==> src/hdl/nclfsr_pkg.sv <==
`timescale 1ns / 1ps

package nclfsr_pkg;

    // widths fixed by the register and field layout
    localparam int KIND_W   = 2;
    localparam int CYC_W    = 8;
    localparam int LFSR_W   = 15;
    localparam int ACC_W    = 22;
    localparam int VOL_W    = 4;
    localparam int ENV_W    = 3;
    localparam int LEN_W    = 7;
    localparam int SHIFT_W  = 4;
    localparam int RATIO_W  = 3;
    localparam int SLEN_W   = 6;
    localparam int CFG_IDX_W  = 3;
    localparam int CFG_DATA_W = 6;

    localparam int BASE_DIVISOR_DEF = 16;

    localparam logic [LFSR_W-1:0] LFSR_SEED = 15'h7FFF;
    localparam logic [ACC_W-1:0]  ACC_MAX   = 22'h3FFFFF;
    localparam logic [VOL_W-1:0]  VOL_MAX   = 4'd15;
    localparam logic [VOL_W-1:0]  VOL_MIN   = 4'd0;
    localparam logic [LEN_W-1:0]  LEN_FULL  = 7'd64;

    // request queue depth
    localparam int QDEPTH = 2;
    localparam int QPTR_W = 1;
    localparam int QCNT_W = 2;

    // incoming kind codes
    localparam logic [KIND_W-1:0] KIND_ADVANCE  = 2'd0;
    localparam logic [KIND_W-1:0] KIND_LENGTH   = 2'd1;
    localparam logic [KIND_W-1:0] KIND_ENVELOPE = 2'd2;
    localparam logic [KIND_W-1:0] KIND_TRIGGER  = 2'd3;

    typedef enum logic [1:0] {
        OP_ADVANCE,
        OP_LENGTH,
        OP_ENVELOPE,
        OP_TRIGGER
    } op_t;

    typedef enum logic [CFG_IDX_W-1:0] {
        CFG_SHIFT_CLOCK,
        CFG_DIVIDE_RATIO,
        CFG_NARROW_MODE,
        CFG_LENGTH_ENABLE,
        CFG_SOUND_LENGTH,
        CFG_INITIAL_VOLUME,
        CFG_ENVELOPE_UP,
        CFG_ENVELOPE_PERIOD
    } cfg_idx_t;

    typedef struct packed {
        op_t              op;
        logic [CYC_W-1:0] cycles;
    } req_t;

endpackage

==> src/hdl/noise_channel_lfsr_envelope.sv <==
`timescale 1ns / 1ps

// channel | dir | handshake          | payload
// s_      | in  | s_tvalid/s_tready  | s_tdata: cycles; s_tuser: kind
// m_      | out | m_tvalid/m_tready  | m_tdata: level, channel_on
// cfg_    | in  | cfg_valid/cfg_ready| cfg_index, cfg_data
//
// One request per cycle sustained while m_tready stays high; a taken request passes
// through the front register, the two-entry queue and the output register, in
// that order, before it shows on m_tvalid.
// aresetn is synchronous and clears the state directly, with no clearing pass.
// A stalled m_ side backs up into the queue, then the front register, and only
// then drops s_tready. cfg_ready is always high.

module noise_channel_lfsr_envelope
    import nclfsr_pkg::*;
#(
    parameter int BASE_DIVISOR = BASE_DIVISOR_DEF
)
(
    input  logic                  aclk,
    input  logic                  aresetn,
    input  logic                  s_tvalid,
    output logic                  s_tready,
    input  logic [7:0]            s_tdata,   // [7:0] cycles
    input  logic [KIND_W-1:0]     s_tuser,   // [1:0] kind
    output logic                  m_tvalid,
    input  logic                  m_tready,
    output logic [7:0]            m_tdata,   // [3:0] level, [4] channel_on, [7:5] zero
    input  logic                  cfg_valid,
    output logic                  cfg_ready,
    input  logic [CFG_IDX_W-1:0]  cfg_index,
    input  logic [CFG_DATA_W-1:0] cfg_data
);

    logic             q_in_valid, q_in_ready;
    req_t             q_in_req;
    logic             q_out_valid, q_out_ready;
    req_t             q_out_req;
    logic [VOL_W-1:0] level;
    logic             channel_on;

    nclfsr_front u_front (
        .aclk     (aclk),
        .aresetn  (aresetn),
        .s_tvalid (s_tvalid),
        .s_tready (s_tready),
        .s_cycles (s_tdata[CYC_W-1:0]),
        .s_kind   (s_tuser),
        .q_valid  (q_in_valid),
        .q_ready  (q_in_ready),
        .q_req    (q_in_req)
    );

    nclfsr_queue u_queue (
        .aclk      (aclk),
        .aresetn   (aresetn),
        .in_valid  (q_in_valid),
        .in_ready  (q_in_ready),
        .in_req    (q_in_req),
        .out_valid (q_out_valid),
        .out_ready (q_out_ready),
        .out_req   (q_out_req)
    );

    nclfsr_back #(
        .BASE_DIVISOR (BASE_DIVISOR)
    ) u_back (
        .aclk         (aclk),
        .aresetn      (aresetn),
        .cfg_valid    (cfg_valid),
        .cfg_ready    (cfg_ready),
        .cfg_index    (cfg_index),
        .cfg_data     (cfg_data),
        .q_valid      (q_out_valid),
        .q_ready      (q_out_ready),
        .q_req        (q_out_req),
        .m_tvalid     (m_tvalid),
        .m_tready     (m_tready),
        .m_level      (level),
        .m_channel_on (channel_on)
    );

    assign m_tdata = {3'b000, channel_on, level};

endmodule

==> src/hdl/nclfsr_front.sv <==
`timescale 1ns / 1ps

module nclfsr_front
    import nclfsr_pkg::*;
(
    input  logic              aclk,
    input  logic              aresetn,
    input  logic              s_tvalid,
    output logic              s_tready,
    input  logic [CYC_W-1:0]  s_cycles,
    input  logic [KIND_W-1:0] s_kind,
    output logic              q_valid,
    input  logic              q_ready,
    output req_t              q_req
);

    logic valid_reg, valid_next;
    req_t req_reg, req_next;
    req_t decoded;

    // classify the request; cycle count only matters for an advance
    always_comb begin
        decoded.cycles = '0;
        case (s_kind)
            KIND_ADVANCE: begin
                decoded.op     = OP_ADVANCE;
                decoded.cycles = s_cycles;
            end
            KIND_LENGTH:   decoded.op = OP_LENGTH;
            KIND_ENVELOPE: decoded.op = OP_ENVELOPE;
            KIND_TRIGGER:  decoded.op = OP_TRIGGER;
            default:       decoded.op = OP_TRIGGER;
        endcase
    end

    assign s_tready = !valid_reg || q_ready;

    always_comb begin
        valid_next = valid_reg;
        req_next   = req_reg;
        if (s_tvalid && s_tready) begin
            valid_next = 1'b1;
            req_next   = decoded;
        end else if (q_ready) begin
            valid_next = 1'b0;
        end
    end

    always_ff @(posedge aclk) begin
        if (!aresetn) begin
            valid_reg <= 1'b0;
        end else begin
            valid_reg <= valid_next;
        end
        req_reg <= req_next;
    end

    assign q_valid = valid_reg;
    assign q_req   = req_reg;

endmodule

==> src/hdl/nclfsr_queue.sv <==
`timescale 1ns / 1ps

module nclfsr_queue
    import nclfsr_pkg::*;
(
    input  logic aclk,
    input  logic aresetn,
    input  logic in_valid,
    output logic in_ready,
    input  req_t in_req,
    output logic out_valid,
    input  logic out_ready,
    output req_t out_req
);

    req_t              mem [QDEPTH];
    logic [QPTR_W-1:0] wr_ptr_reg, wr_ptr_next;
    logic [QPTR_W-1:0] rd_ptr_reg, rd_ptr_next;
    logic [QCNT_W-1:0] count_reg, count_next;
    logic              push, pop;

    assign in_ready  = (count_reg != QCNT_W'(QDEPTH));
    assign out_valid = (count_reg != '0);
    assign push      = in_valid && in_ready;
    assign pop       = out_valid && out_ready;
    assign out_req   = mem[rd_ptr_reg];

    always_comb begin
        wr_ptr_next = push ? wr_ptr_reg + 1'b1 : wr_ptr_reg;
        rd_ptr_next = pop  ? rd_ptr_reg + 1'b1 : rd_ptr_reg;
        count_next  = count_reg;
        if (push && !pop) begin
            count_next = count_reg + 1'b1;
        end else if (pop && !push) begin
            count_next = count_reg - 1'b1;
        end
    end

    always_ff @(posedge aclk) begin
        if (!aresetn) begin
            wr_ptr_reg <= '0;
            rd_ptr_reg <= '0;
            count_reg  <= '0;
        end else begin
            wr_ptr_reg <= wr_ptr_next;
            rd_ptr_reg <= rd_ptr_next;
            count_reg  <= count_next;
        end
    end

    always_ff @(posedge aclk) begin
        if (push) begin
            mem[wr_ptr_reg] <= in_req;
        end
    end

`ifndef NO_ASSERTIONS
    a_count_bound: assert property (@(posedge aclk) disable iff (!aresetn)
        count_reg <= QCNT_W'(QDEPTH))
        else $error("queue count above depth");

    a_ptr_track: assert property (@(posedge aclk) disable iff (!aresetn)
        (count_reg == '0 || count_reg == QCNT_W'(QDEPTH)) |-> (wr_ptr_reg == rd_ptr_reg))
        else $error("queue pointers out of step with count");
`endif

endmodule

==> src/hdl/nclfsr_back.sv <==
`timescale 1ns / 1ps

module nclfsr_back
    import nclfsr_pkg::*;
#(
    parameter int BASE_DIVISOR = BASE_DIVISOR_DEF
)
(
    input  logic                  aclk,
    input  logic                  aresetn,
    input  logic                  cfg_valid,
    output logic                  cfg_ready,
    input  logic [CFG_IDX_W-1:0]  cfg_index,
    input  logic [CFG_DATA_W-1:0] cfg_data,
    input  logic                  q_valid,
    output logic                  q_ready,
    input  req_t                  q_req,
    output logic                  m_tvalid,
    input  logic                  m_tready,
    output logic [VOL_W-1:0]      m_level,
    output logic                  m_channel_on
);

    localparam int D_W = $clog2(7 * BASE_DIVISOR + 1);
    localparam int P_W = (D_W + 15 > ACC_W) ? D_W + 15 : ACC_W;
    localparam logic [ACC_W-1:0] PERIOD_RST = ACC_W'(BASE_DIVISOR / 2);

    // configuration registers
    logic [SHIFT_W-1:0] shift_clock_reg;
    logic [RATIO_W-1:0] divide_ratio_reg;
    logic               narrow_mode_reg;
    logic               length_enable_reg;
    logic [SLEN_W-1:0]  sound_length_reg;
    logic [VOL_W-1:0]   initial_volume_reg;
    logic               envelope_up_reg;
    logic [ENV_W-1:0]   envelope_period_reg;

    // channel state
    logic [LFSR_W-1:0] lfsr_reg, lfsr_next;
    logic [ACC_W-1:0]  acc_reg, acc_next;
    logic [ACC_W-1:0]  period_reg, period_next;
    logic [ACC_W-1:0]  period_cfg_reg, period_cfg_next;
    logic [VOL_W-1:0]  vol_reg, vol_next;
    logic [ENV_W-1:0]  env_cnt_reg, env_cnt_next;
    logic [ENV_W-1:0]  env_per_reg, env_per_next;
    logic              env_up_reg, env_up_next;
    logic [LEN_W-1:0]  len_reg, len_next;
    logic              on_reg, on_next;

    logic              out_valid_reg, out_valid_next;
    logic [VOL_W-1:0]  level_reg, level_next;
    logic              chan_reg, chan_next;

    logic              pop;
    logic [D_W-1:0]    divisor;
    logic [P_W-1:0]    period_wide;
    logic [ACC_W:0]    acc_sum;
    logic [ACC_W-1:0]  acc_sat;
    logic [ACC_W:0]    acc_diff;
    logic              step_fire;
    logic              fb;
    logic [LFSR_W-1:0] lfsr_shifted;
    logic [ENV_W-1:0]  env_dec;
    logic [LEN_W-1:0]  len_dec;

    assign cfg_ready = 1'b1;

    always_ff @(posedge aclk) begin
        if (!aresetn) begin
            shift_clock_reg     <= '0;
            divide_ratio_reg    <= '0;
            narrow_mode_reg     <= 1'b0;
            length_enable_reg   <= 1'b0;
            sound_length_reg    <= '0;
            initial_volume_reg  <= '0;
            envelope_up_reg     <= 1'b0;
            envelope_period_reg <= '0;
        end else if (cfg_valid) begin
            case (cfg_idx_t'(cfg_index))
                CFG_SHIFT_CLOCK:     shift_clock_reg     <= cfg_data[SHIFT_W-1:0];
                CFG_DIVIDE_RATIO:    divide_ratio_reg    <= cfg_data[RATIO_W-1:0];
                CFG_NARROW_MODE:     narrow_mode_reg     <= cfg_data[0];
                CFG_LENGTH_ENABLE:   length_enable_reg   <= cfg_data[0];
                CFG_SOUND_LENGTH:    sound_length_reg    <= cfg_data[SLEN_W-1:0];
                CFG_INITIAL_VOLUME:  initial_volume_reg  <= cfg_data[VOL_W-1:0];
                CFG_ENVELOPE_UP:     envelope_up_reg     <= cfg_data[0];
                CFG_ENVELOPE_PERIOD: envelope_period_reg <= cfg_data[ENV_W-1:0];
                default: ;
            endcase
        end
    end

    // step period, registered from the configuration registers; capped so the
    // saturating accumulator can always reach it
    always_comb begin
        if (divide_ratio_reg == '0) begin
            divisor = D_W'(BASE_DIVISOR / 2);
        end else begin
            divisor = D_W'(divide_ratio_reg) * D_W'(BASE_DIVISOR);
        end
        period_wide = P_W'(divisor) << shift_clock_reg;
        if (period_wide > P_W'(ACC_MAX)) begin
            period_cfg_next = ACC_MAX;
        end else begin
            period_cfg_next = period_wide[ACC_W-1:0];
        end
    end

    assign pop     = q_valid && q_ready;
    assign q_ready = !out_valid_reg || m_tready;

    // datapath pieces
    always_comb begin
        acc_sum  = {1'b0, acc_reg} + (ACC_W + 1)'(q_req.cycles);
        acc_sat  = acc_sum[ACC_W] ? ACC_MAX : acc_sum[ACC_W-1:0];
        acc_diff = {1'b0, acc_sat} - {1'b0, period_reg};
        step_fire = !acc_diff[ACC_W];
        fb = lfsr_reg[0] ^ lfsr_reg[1];
        lfsr_shifted = {fb, lfsr_reg[LFSR_W-1:1]};
        if (narrow_mode_reg) begin
            lfsr_shifted[6] = fb;
        end
        env_dec = env_cnt_reg - 1'b1;
        len_dec = len_reg - 1'b1;
    end

    always_comb begin
        lfsr_next    = lfsr_reg;
        acc_next     = acc_reg;
        period_next  = period_reg;
        vol_next     = vol_reg;
        env_cnt_next = env_cnt_reg;
        env_per_next = env_per_reg;
        env_up_next  = env_up_reg;
        len_next     = len_reg;
        on_next      = on_reg;

        if (pop) begin
            case (q_req.op)
                OP_ADVANCE: begin
                    acc_next = acc_sat;
                    if (step_fire) begin
                        acc_next    = acc_diff[ACC_W-1:0];
                        period_next = period_cfg_reg;
                        lfsr_next   = lfsr_shifted;
                    end
                end
                OP_LENGTH: begin
                    if (len_reg != '0) begin
                        len_next = len_dec;
                        if (len_dec == '0 && length_enable_reg) begin
                            on_next = 1'b0;
                        end
                    end
                end
                OP_ENVELOPE: begin
                    if (env_per_reg != '0) begin
                        env_cnt_next = env_dec;
                        if (env_dec == '0) begin
                            env_cnt_next = env_per_reg;
                            if (env_up_reg) begin
                                if (vol_reg != VOL_MAX) vol_next = vol_reg + 1'b1;
                            end else begin
                                if (vol_reg != VOL_MIN) vol_next = vol_reg - 1'b1;
                            end
                        end
                    end
                end
                OP_TRIGGER: begin
                    len_next     = LEN_FULL - LEN_W'(sound_length_reg);
                    period_next  = period_cfg_reg;
                    acc_next     = '0;
                    vol_next     = initial_volume_reg;
                    env_up_next  = envelope_up_reg;
                    env_per_next = envelope_period_reg;
                    env_cnt_next = envelope_period_reg;
                    lfsr_next    = LFSR_SEED;
                    on_next      = 1'b1;
                end
                default: ;
            endcase
        end

        // output register: load on pop, drop when taken
        out_valid_next = out_valid_reg;
        level_next     = level_reg;
        chan_next      = chan_reg;
        if (pop) begin
            out_valid_next = 1'b1;
            level_next     = (on_next && !lfsr_next[0]) ? vol_next : '0;
            chan_next      = on_next;
        end else if (m_tready) begin
            out_valid_next = 1'b0;
        end
    end

    always_ff @(posedge aclk) begin
        if (!aresetn) begin
            lfsr_reg       <= LFSR_SEED;
            acc_reg        <= '0;
            period_reg     <= PERIOD_RST;
            period_cfg_reg <= PERIOD_RST;
            vol_reg        <= '0;
            env_cnt_reg    <= '0;
            env_per_reg    <= '0;
            env_up_reg     <= 1'b0;
            len_reg        <= '0;
            on_reg         <= 1'b0;
            out_valid_reg  <= 1'b0;
        end else begin
            lfsr_reg       <= lfsr_next;
            acc_reg        <= acc_next;
            period_reg     <= period_next;
            period_cfg_reg <= period_cfg_next;
            vol_reg        <= vol_next;
            env_cnt_reg    <= env_cnt_next;
            env_per_reg    <= env_per_next;
            env_up_reg     <= env_up_next;
            len_reg        <= len_next;
            on_reg         <= on_next;
            out_valid_reg  <= out_valid_next;
        end
        level_reg <= level_next;
        chan_reg  <= chan_next;
    end

    assign m_tvalid     = out_valid_reg;
    assign m_level      = level_reg;
    assign m_channel_on = chan_reg;

`ifndef NO_ASSERTIONS
    a_silent_when_off: assert property (@(posedge aclk) disable iff (!aresetn)
        (out_valid_reg && !chan_reg) |-> (level_reg == '0))
        else $error("level nonzero while channel off");

    a_period_nonzero: assert property (@(posedge aclk) disable iff (!aresetn)
        period_reg != '0)
        else $error("step period reached zero");

    a_length_bound: assert property (@(posedge aclk) disable iff (!aresetn)
        len_reg <= LEN_FULL)
        else $error("length counter above full length");

    a_off_needs_length: assert property (@(posedge aclk) disable iff (!aresetn)
        (on_reg && !on_next) |-> (pop && q_req.op == OP_LENGTH))
        else $error("channel switched off outside a length clock");
`endif

endmodule
==> config.mk <==
export PLATFORM = sky130hd
export DESIGN_NAME = noise_channel_lfsr_envelope
export DESIGN_NICKNAME = d
export VERILOG_FILES = /design/src/hdl/nclfsr_pkg.sv /design/src/hdl/noise_channel_lfsr_envelope.sv /design/src/hdl/nclfsr_front.sv /design/src/hdl/nclfsr_queue.sv /design/src/hdl/nclfsr_back.sv
export SDC_FILE = /design/constraint.sdc
export NUM_CORES = 1
export LEC_CHECK = 0
export ABC_AREA = 1
export BUFFER_PORTS_ARGS = -buffer_cell sky130_fd_sc_hd__buf_2
export CORE_MARGIN = 4
export CORE_UTILIZATION = 45
export DETAILED_ROUTE_END_ITERATION = 10
export MAX_ROUTING_LAYER = met4
export PLACE_DENSITY_LB_ADDON = 0.1
export SETUP_SLACK_MARGIN = 0.3
export SLEW_MARGIN = 30
export SYNTH_ARGS = -nofsm -noshare
export SYNTH_HDL_FRONTEND = slang
export SYNTH_HIERARCHICAL = 1
export SYNTH_SLANG_ARGS = --single-unit
==> constraint.sdc <==
create_clock -name aclk -period 5.1 [get_ports aclk]
set_input_delay 0.51 -clock aclk [delete_from_list [all_inputs] [get_ports aclk]]
set_output_delay 0.51 -clock aclk [all_outputs]
set_load 0.1 [all_outputs]
## Word level (Yosys, flattened, before mapping)

Memory sizes are Yosys's and may differ from the RTL's. A register that Yosys moved wholly into a read port is not among the register bits.
Cells that the tools add are included.

- Word-level logic and storage cells: 145
- Register bits after elaboration: 144
- Memories: 1
- Bits of input ports: 24
- Output and inout port bits: 11
- Bits in writable memories: 20

Memory list:

| memory | depth | bits a word | rd ports | clocked after memory_dff | wr ports | RTL line | text |
|---|---|---|---|---|---|---|---|
| u_queue.mem | 2 | 10 | 1 | 1 | 1 | nclfsr_queue.sv:16 | `req_t mem [QDEPTH];` |

- Eq/ne operators: 18
- Magnitude comparators: 1
- Mux-type cells: 38
- $add $sub $neg: 11
- Reductions and logical operators: 44
- Shift-type cells: 1
- Bitwise gates (word level): 2

Operators by type and width:

| kind | number |
|---|---|
| 22-bit 2-to-1 mux | 4 |
| 22-bit case mux with 2 select lines | 2 |
| 15-bit case mux with 2 select lines | 1 |
| 4-bit 2-to-1 mux | 6 |
| 22-bit by 8-bit adder with 23-bit output | 1 |
| 22-bit by 22-bit subtractor with 23-bit output | 1 |
| 22-bit greater-than comparator, second input constant | 1 |
| 7-bit by 4-bit << shifter with 22-bit output | 1 |
| 2-bit AND reduction | 10 |
| 15-bit 2-to-1 mux | 1 |
| 7-bit 2-to-1 mux | 2 |
| 7-bit case mux with 2 select lines | 1 |
| 2-bit nonzero test | 7 |
| 1-bit 2-to-1 mux | 13 |
| 3-bit == test, second input constant | 4 |
| 3-bit zero test | 3 |
| 3-bit AND reduction | 3 |
| 2-bit == test, second input constant | 4 |
| 2-bit case mux with 4 select lines | 1 |
| 4-bit case mux with 2 select lines | 1 |
| 1-bit logical AND | 7 |
| 7-bit zero test | 1 |
| 7-bit nonzero test | 1 |
| 7-bit by 1-bit subtractor with 7-bit output, second input constant | 1 |
| other kinds (25) | 38 |

## Longest topological paths before layout

Gate-level depths: netlist of run 1.

- Word-level depth: 8
- Mapped depth: 30
- Mapped depth without buffers: 28

## By module

The synthesis of run 1 kept the hierarchy.

Modules (own cells, without submodules):

| module | cells an instance | sequential area each (µm²) | times used | area an instance (µm²) |
|---|---|---|---|---|
| nclfsr_back | 1,229 | 2,512.4 | 1 | 7,860.0 |
| nclfsr_queue | 68 | 700.7 | 1 | 975.9 |
| nclfsr_front | 37 | 320.3 | 1 | 455.4 |
| noise_channel_lfsr_envelope | 5 | 0.0 | 1 | 33.8 |

## Worst setup path before layout of run 1

No wires, ideal clock.

- Kind: flip-flop to flip-flop
- Start: register (tool-made name)
- End: register u_back.acc_reg[18]
- Path slack: 1,153 ps
- Library setup time: 132 ps
- Arrival time: 3,814 ps
- Cell stages (with the launch flop): 26
- Period minus slack after synthesis: 3,947 ps
- Path buffers: 5
- Data required time: 4,968 ps
- Cell sequence: dfxtp_1 -> buf_6 -> mux2_2 -> ha_1 -> fa_1 -> nand3_1 -> nand3_1 -> nand2_1 -> nand2_2 -> nand3_4 -> buf_6 -> buf_2 -> nand3_1 -> ha_1 -> nand2_1 -> inv_2 -> nand3_2 -> inv_1 -> a21oi_2 -> nand3_2 -> inv_2 -> buf_6 -> buf_6 -> nand4_1 -> nand3_1 -> a21oi_1

RTL lines:

| item | RTL line | text |
|---|---|---|
| end signal: assignment | nclfsr_back.sv:212 | `acc_reg <= acc_next;` |
| end: declaration | nclfsr_back.sv:40 | `logic [ACC_W-1:0] acc_reg, acc_next;` |

==> impl_summary.log, run 1 <==
INFO  metric warnings_synthesis = 6
INFO  metric first_pass_grt_wire_length = 36.98 mm
INFO  metric htree_levels = 4
INFO  metric cts_tree = yes
INFO  metric synth-seq-area-share = 37.89%
INFO  metric timing.setup.tns = 0 ns
INFO  metric synth_ff_type = sky130_fd_sc_hd__dfxtp_1
INFO  metric syn-cell-area = 9325 um^2
INFO  metric chip_width = 152.0 um
INFO  metric clockBufferDepth = 2
INFO  metric grt_pass1_vias = 7267
INFO  metric final_hold_viol_count = 0
INFO  metric dr.pass1.iters = 5
INFO  metric path_clk_slew = 0.08 ns
INFO  metric floorplan.rows = 52
INFO  metric synth_cell_type_count = 46
INFO  metric fin_nets = 1422
INFO  metric relSlewSlack = 39.65%
INFO  metric grtUsageMet3 = 2.673%
INFO  metric largest_register_ffs = 22
INFO  metric area_growth_syn_to_layout = 10.57%
INFO  metric setup_viol = 0
INFO  metric timing_worst_setup_path_type = reg2reg
INFO  metric use_met2 = 29.42%
INFO  metric grt_setup_unrepaired = no
INFO  metric antenna_cells = 0
INFO  metric grt_usage = 19.95%
INFO  metric drive_gt1_share = 8.766%
INFO  metric period_needed = 4.353 ns
INFO  metric gr_busiest_metal = met2
INFO  metric core_region_area = 20300 um^2
INFO  metric critical-path-top-delay-family = simple AND/OR/NAND/NOR gates
INFO  metric layout_worst_path_cycle_share = 85.34%
INFO  metric route.vias.total = 8179
INFO  metric nature_of_the_critical_path_endpoint = register
INFO  metric initial_antenna_violation_count = 0
INFO  metric slowest_delay = 0.38 ns
INFO  metric grt_use_met1 = 28.96%
INFO  metric average_detailed_routed_wire_length_per_instance = 13.89 um
INFO  metric wl = 22.77 mm
INFO  metric ios = 35
INFO  metric cts-buffers-inserted = 17
INFO  metric mostFrequentLayoutCells = sky130_fd_sc_hd__nand2_1, sky130_fd_sc_hd__inv_1, sky130_fd_sc_hd__dfxtp_1, sky130_fd_sc_hd__a21oi_1, sky130_fd_sc_hd__nor2_1
INFO  metric status = finished, final reports clean
INFO  metric number_of_instances_in_the_synthesized_netlist = 1339
INFO  metric async_flop_share = 0%
INFO  metric synth_enable_flop_cells = 35
INFO  metric final_common_cell = sky130_fd_sc_hd__nand2_1
INFO  metric die-area = 23090 um^2
INFO  metric dr.first_iter.drc_count = 485
INFO  metric clk-insertion-delay-late = 0.44 ns
INFO  metric route.detailed.drc = 0
INFO  metric cts.hold.buffers_added = 0
INFO  metric cts.root.buffer_cell = sky130_fd_sc_hd__clkbuf_16
INFO  metric die_height = 152.0 um
INFO  metric postRouteAntennaNets = 0
INFO  metric cp_num_buf_inv = 4
INFO  metric gp_congestion = 0.9129
INFO  metric clock_skew = 0.01776 ns
INFO  metric io_buffers = 30
INFO  metric cp_common_cell = sky130_fd_sc_hd__nand2_1
INFO  metric finalMaxSlewViolations = 0
INFO  metric arrival = 4.52 ns
INFO  metric cts.sink_count = 159
INFO  metric post-dp-hpwl = 17.03 mm
INFO  metric post_synth.cell_area_avg = 6.964 um^2
INFO  metric cap_viol_max_count = 0
INFO  metric achievable-frequency = 0.2297 GHz
INFO  metric postSynthRegisterBits = 159
INFO  metric required = 5.27 ns
INFO  metric cpMaxStageDelayCell = sky130_fd_sc_hd__ha_1
INFO  metric grt.overflow.total = 0
INFO  metric tightest_slew = 0.9043 ns
INFO  metric min-delay-path-class = in2reg
INFO  metric startpoint_type = register
INFO  metric initial_standard_cell_utilization_of_the_core = 45.94%
INFO  metric crit_fanout = 15
INFO  metric detail_route.vias_per_cell = 4.990
INFO  metric largest_net_degree_at_the_start_of_global_routing = 57
## synthesized netlist by cell type, drive strengths merged (3+ instances only)
cell type	instances	area share, %
nand3	99	5.6
a21oi	115	6.2
inv	198	8.0
o22ai	5	0.34
a31oi	4	0.27
o21ai	81	4.3
clkbuf	21	0.85
buf	22	1.8
dfxtp	124	27
o211ai	10	0.81
nand4	19	1.3
xnor2	14	1.3
nor3	6	0.32
or2	3	0.20
nand2	370	15
clkinv	5	0.21
nor2	122	5.5
edfxtp	35	11
mux2	10	1.2
o21bai	4	0.32
ha	41	5.5
nand3b	7	0.56
xor2	13	1.2
## routing by layer
layer  part of all wire (%)  wire [um]
met4                    1.4        318
met3                    4.2        954
met1                     51      11620
met5                      0          0
met2                     43       9877
## logic make-up (layout without fill, tap and decap cells)
group	count (synthesis)	count (layout)	synth area share (%)
compound gates	224	224	12.88
buf+inv	246	273	10.84
xor+xnor	27	27	2.536
simple gates	628	629	28.74
fa+ha+maj	42	42	5.716
flops	159	159	37.89
other cells	2	4	0.08053
mux	11	11	1.315
## path summary, 6_finish.rpt
kind / from / endpoint / slack, ns / cells past startpoint
hold / removal: s_tuser[1] / u_front/q_req[9] / 0.26 / 1
hold reg to reg: u_front/q_req[3] / u_queue/mem[0][3] / 0.45 / 0
setup reg to reg: register / u_back/m_level[0] / 0.75 / 27
setup / recovery: register / u_back/m_level[0] / 0.75 / 27
## cell type report
class / count / area (um^2)
well taps: 270 / 337.8
clock buffers: 17 / 425.4
flip-flops and latches: 159 / 3533
repair buffers: 38 / 210.2
clock inverters: 15 / 227.7
multi-input cells: 937 / 4813
inverters: 203 / 763.2
fillers: 2074 / 9988
## stage by stage
step | setup slack [ns] | utilization (%) | hold slack [ns] | instance area (um^2) | instances
final | 0.7474 | 50.80 | 0.2616 | 10310 | 1639
after global routing | 0.3416 | 50.80 | 0.2525 | 10310 | 1639
after CTS | 0.5804 | 50.67 | 0.2462 | 10290 | 1638
after detailed placement | 0.6272 | 47.45 | 0.4296 | 9633 | 1606
after global placement | 0.7533 | 47.45 | 0.4244 | 9633 | 1606
after floorplan | 1.153 | - | 0.4215 | 9333 | 1341
## what timing repair did
action	CTS	global route
resized for setup	0	2
endpoints found under the setup margin	0	25
buffers inserted	0	0
Power of run 1 is not shown: default switching activity piles up to over one toggle a cycle in this logic, so the estimate is an artifact.
==> run 2, diff against run 1 <==
==> constraint.sdc (replaced) <==
create_clock -name aclk -period 3.64 [get_ports aclk]
set_input_delay 0.364 -clock aclk [delete_from_list [all_inputs] [get_ports aclk]]
set_output_delay 0.364 -clock aclk [all_outputs]
set_load 0.1 [all_outputs]
==> impl_summary.log, run 2 (same netlist as run 1, synthesis figures left out) <==
INFO  metric area_growth_syn_to_layout = 31.95%
INFO  metric grt_setup_unrepaired = yes
INFO  metric failing_checks = negative setup slack
INFO  metric fin_nets = 1532 (+7.7%)
INFO  metric timing_worst_setup_path_type = reg2reg
INFO  metric route.vias.total = 8728 (+6.7%)
INFO  metric route.detailed.drc = 0 (unchanged)
INFO  metric period_needed = 3.783 ns (-0.5700 ns)
INFO  metric tightest_slew = 0.9324 ns (+0.02808 ns)
INFO  metric nature_of_the_critical_path_endpoint = register
INFO  metric clk-insertion-delay-late = 0.42 ns (-0.02 ns)
INFO  metric largest_net_degree_at_the_start_of_global_routing = 53 (-7.0%)
INFO  metric crit_fanout = 7 (-8)
INFO  metric r2r-end = u_back/lfsr_reg[2]
INFO  metric cts.root.buffer_cell = sky130_fd_sc_hd__clkbuf_16
INFO  metric clock_skew = 0.01099 ns (-0.006769 ns)
INFO  metric required = 4.01 ns (-1.26 ns)
INFO  metric grtUsageMet3 = 3.185% (+0.51 points)
INFO  metric average_detailed_routed_wire_length_per_instance = 14.42 um (+3.8%)
INFO  metric final_common_cell = sky130_fd_sc_hd__nand2_1
INFO  metric fin_cells = 1749 (+6.7%)
INFO  metric wl = 25.22 mm (+11%)
INFO  metric arrival = 4.15 ns (-0.37 ns)
INFO  metric status = finished with violations
INFO  metric cts.hold.buffers_added = 0 (unchanged)
INFO  metric min-delay-path-class = in2reg
INFO  metric grt_pass1_vias = 8393 (+15%)
INFO  metric crit_end = u_back/lfsr_reg[2]
INFO  metric grt_usage = 21.89% (+1.9 points)
INFO  metric first_pass_grt_wire_length = 40.77 mm (+10%)
INFO  metric io_buffers = 30 (unchanged)
INFO  metric chip_width = 152.0 um (unchanged)
INFO  metric cts.sink_count = 159 (unchanged)
INFO  metric startpoint_type = register
INFO  metric post-dp-hpwl = 18.46 mm (+8.4%)
INFO  metric cts-buffers-inserted = 17 (unchanged)
INFO  metric reg2reg_setup_slack = -0.14 ns (-0.89 ns)
INFO  metric detail_route.vias_per_cell = 4.990 (about the same)
INFO  metric timing.setup.tns = -4.475 ns (-4.475 ns)
INFO  metric htree_levels = 4 (unchanged)
INFO  metric initial_antenna_violation_count = 0 (unchanged)
INFO  metric postRouteAntennaNets = 0 (unchanged)
INFO  metric setup_viol = 55 (+55)
INFO  metric antenna_cells = 0 (unchanged)
INFO  metric cts_tree = yes
INFO  metric achievable-frequency = 0.2644 GHz (+15%)
INFO  metric layout_worst_path_cycle_share = 103.9% (+19 points)
INFO  metric dr.pass1.iters = 5 (unchanged)
INFO  metric floorplan.rows = 52 (unchanged)
INFO  metric dpl.cell_count = 1688 (+5.1%)
INFO  metric mostFrequentLayoutCells = sky130_fd_sc_hd__nand2_1, sky130_fd_sc_hd__inv_1, sky130_fd_sc_hd__dfxtp_1, sky130_fd_sc_hd__a21oi_1, sky130_fd_sc_hd__nor2_1
INFO  metric grt_use_met1 = 27.74% (-1.2 points)
INFO  metric utilization = 60.61% (+9.8 points)
INFO  metric initial_standard_cell_utilization_of_the_core = 45.94% (unchanged)
INFO  metric ios = 35 (unchanged)
INFO  metric final_hold_viol_count = 0 (unchanged)
INFO  metric finalMaxSlewViolations = 0 (unchanged)
INFO  metric relSlewSlack = 37.61% (-2.0 points)
INFO  metric gp_congestion = 0.9170 (+0.45%)
INFO  metric worst-r2r-cell-count = 26 (-3.7%)
INFO  metric die-area = 23090 um^2 (unchanged)
INFO  metric grt.overflow.total = 0 (unchanged)
INFO  metric die_height = 152.0 um (unchanged)
INFO  metric post-route-worst-setup-slack = -0.1426 ns (-0.8900 ns)
INFO  metric path_clk_slew = 0.07 ns (about the same)
INFO  metric use_met2 = 36.13% (+6.7 points)
INFO  metric dr.first_iter.drc_count = 512 (+5.6%)
INFO  metric drive_gt1_share = 25.63% (+17 points)
INFO  metric cap_viol_max_count = 0 (unchanged)
INFO  metric clockBufferDepth = 2 (unchanged)
INFO  metric core_region_area = 20300 um^2 (unchanged)
INFO  metric largest_register_ffs = 22 (unchanged)
INFO  metric dp_slack = -0.3374 ns (-0.9647 ns)
INFO  metric gr_busiest_metal = met2
-- run 2: cell count changes in the layout (fill, tap and decap cells not counted), sizes merged --
cell      previous run  this run
inv                208       202
clkbuf              17        22
buf                 38       146
clkinvlp             0         2
clkinv              10        11
bufinv               0         1
nand3              100        99
-- run 2: final cells by class --
class / instances / area, um^2
timing repair buffer: 149 / 1314
multi-input combinational: 936 / 5751
tap: 270 / 337.8
clock buffer: 19 / 464.2
clock inverter: 13 / 125.1
fill: 1892 / 7995
inverter: 203 / 775.7
sequential: 159 / 3537
-- run 2: repair_timing --
action	in CTS	in global routing
gates cloned	2	3
setup buffers	14	10
resized for setup	85	115
pin swaps	27	23
hold endpoints to repair	0	0
endpoints found under the setup margin	57	57
-- run 2: metrics by stage --
| stage | instance area, um^2 | hold WS, ns |
|---|---|---|
| 4_1_cts | 11700 | 0.1033 |
| 6_report | 12300 | 0.1272 |
| 3_3_place_gp | 10530 | 0.4240 |
| 5_1_grt | 12300 | 0.1068 |
| 3_5_place_dp | 10530 | 0.4318 |
| 2_1_floorplan | 9568 | 0.4215 |
-- run 2: worst min-delay path by stage --
stage                      from                end  slack, ns  cells past startpoint
2_1_floorplan  u_front/q_req[0]  u_queue/mem[0][0]       0.42                      0
3_3_place_gp   u_front/q_req[3]  u_queue/mem[1][3]       0.42                      0
3_5_place_dp   u_front/q_req[1]  u_queue/mem[0][1]       0.43                      0
4_1_cts              s_tuser[0]   u_front/q_req[8]       0.10                      1
5_1_grt              s_tuser[0]   u_front/q_req[8]       0.11                      1
6_report             s_tuser[0]   u_front/q_req[8]       0.13                      1
-- run 2: routing by layer --
metal  wire, um  vias up
met5          0        -
met4        569        0
met3        751       39
met2      12260      142
met1      11640     3996
li1           -     4551
-- run 2: worst max-delay path: stages (launching register included) --
cell and delay (ns):
sky130_fd_sc_hd__dfxtp_4 0.40, sky130_fd_sc_hd__buf_6 0.14, sky130_fd_sc_hd__mux2_4 0.33, sky130_fd_sc_hd__fa_2 0.41, sky130_fd_sc_hd__nand3_2 0.09, sky130_fd_sc_hd__nand3_4 0.10
sky130_fd_sc_hd__nand2_4 0.10, sky130_fd_sc_hd__nand2_4 0.07, sky130_fd_sc_hd__nand3_4 0.16, sky130_fd_sc_hd__clkbuf_16 0.19, sky130_fd_sc_hd__nand3_4 0.09, sky130_fd_sc_hd__ha_4 0.30
sky130_fd_sc_hd__nand2_4 0.06, sky130_fd_sc_hd__inv_4 0.06, sky130_fd_sc_hd__nand3_4 0.07, sky130_fd_sc_hd__nor2_4 0.16, sky130_fd_sc_hd__nand3_4 0.10, sky130_fd_sc_hd__nand3_4 0.12
sky130_fd_sc_hd__inv_4 0.05, sky130_fd_sc_hd__nand2_4 0.06, sky130_fd_sc_hd__nand2_4 0.06, sky130_fd_sc_hd__buf_12 0.13, sky130_fd_sc_hd__nor2_4 0.12, sky130_fd_sc_hd__buf_6 0.12
sky130_fd_sc_hd__buf_12 0.11, sky130_fd_sc_hd__nand2_1 0.05, sky130_fd_sc_hd__nand2_1 0.06
Power of run 2 is left out for the same reason.
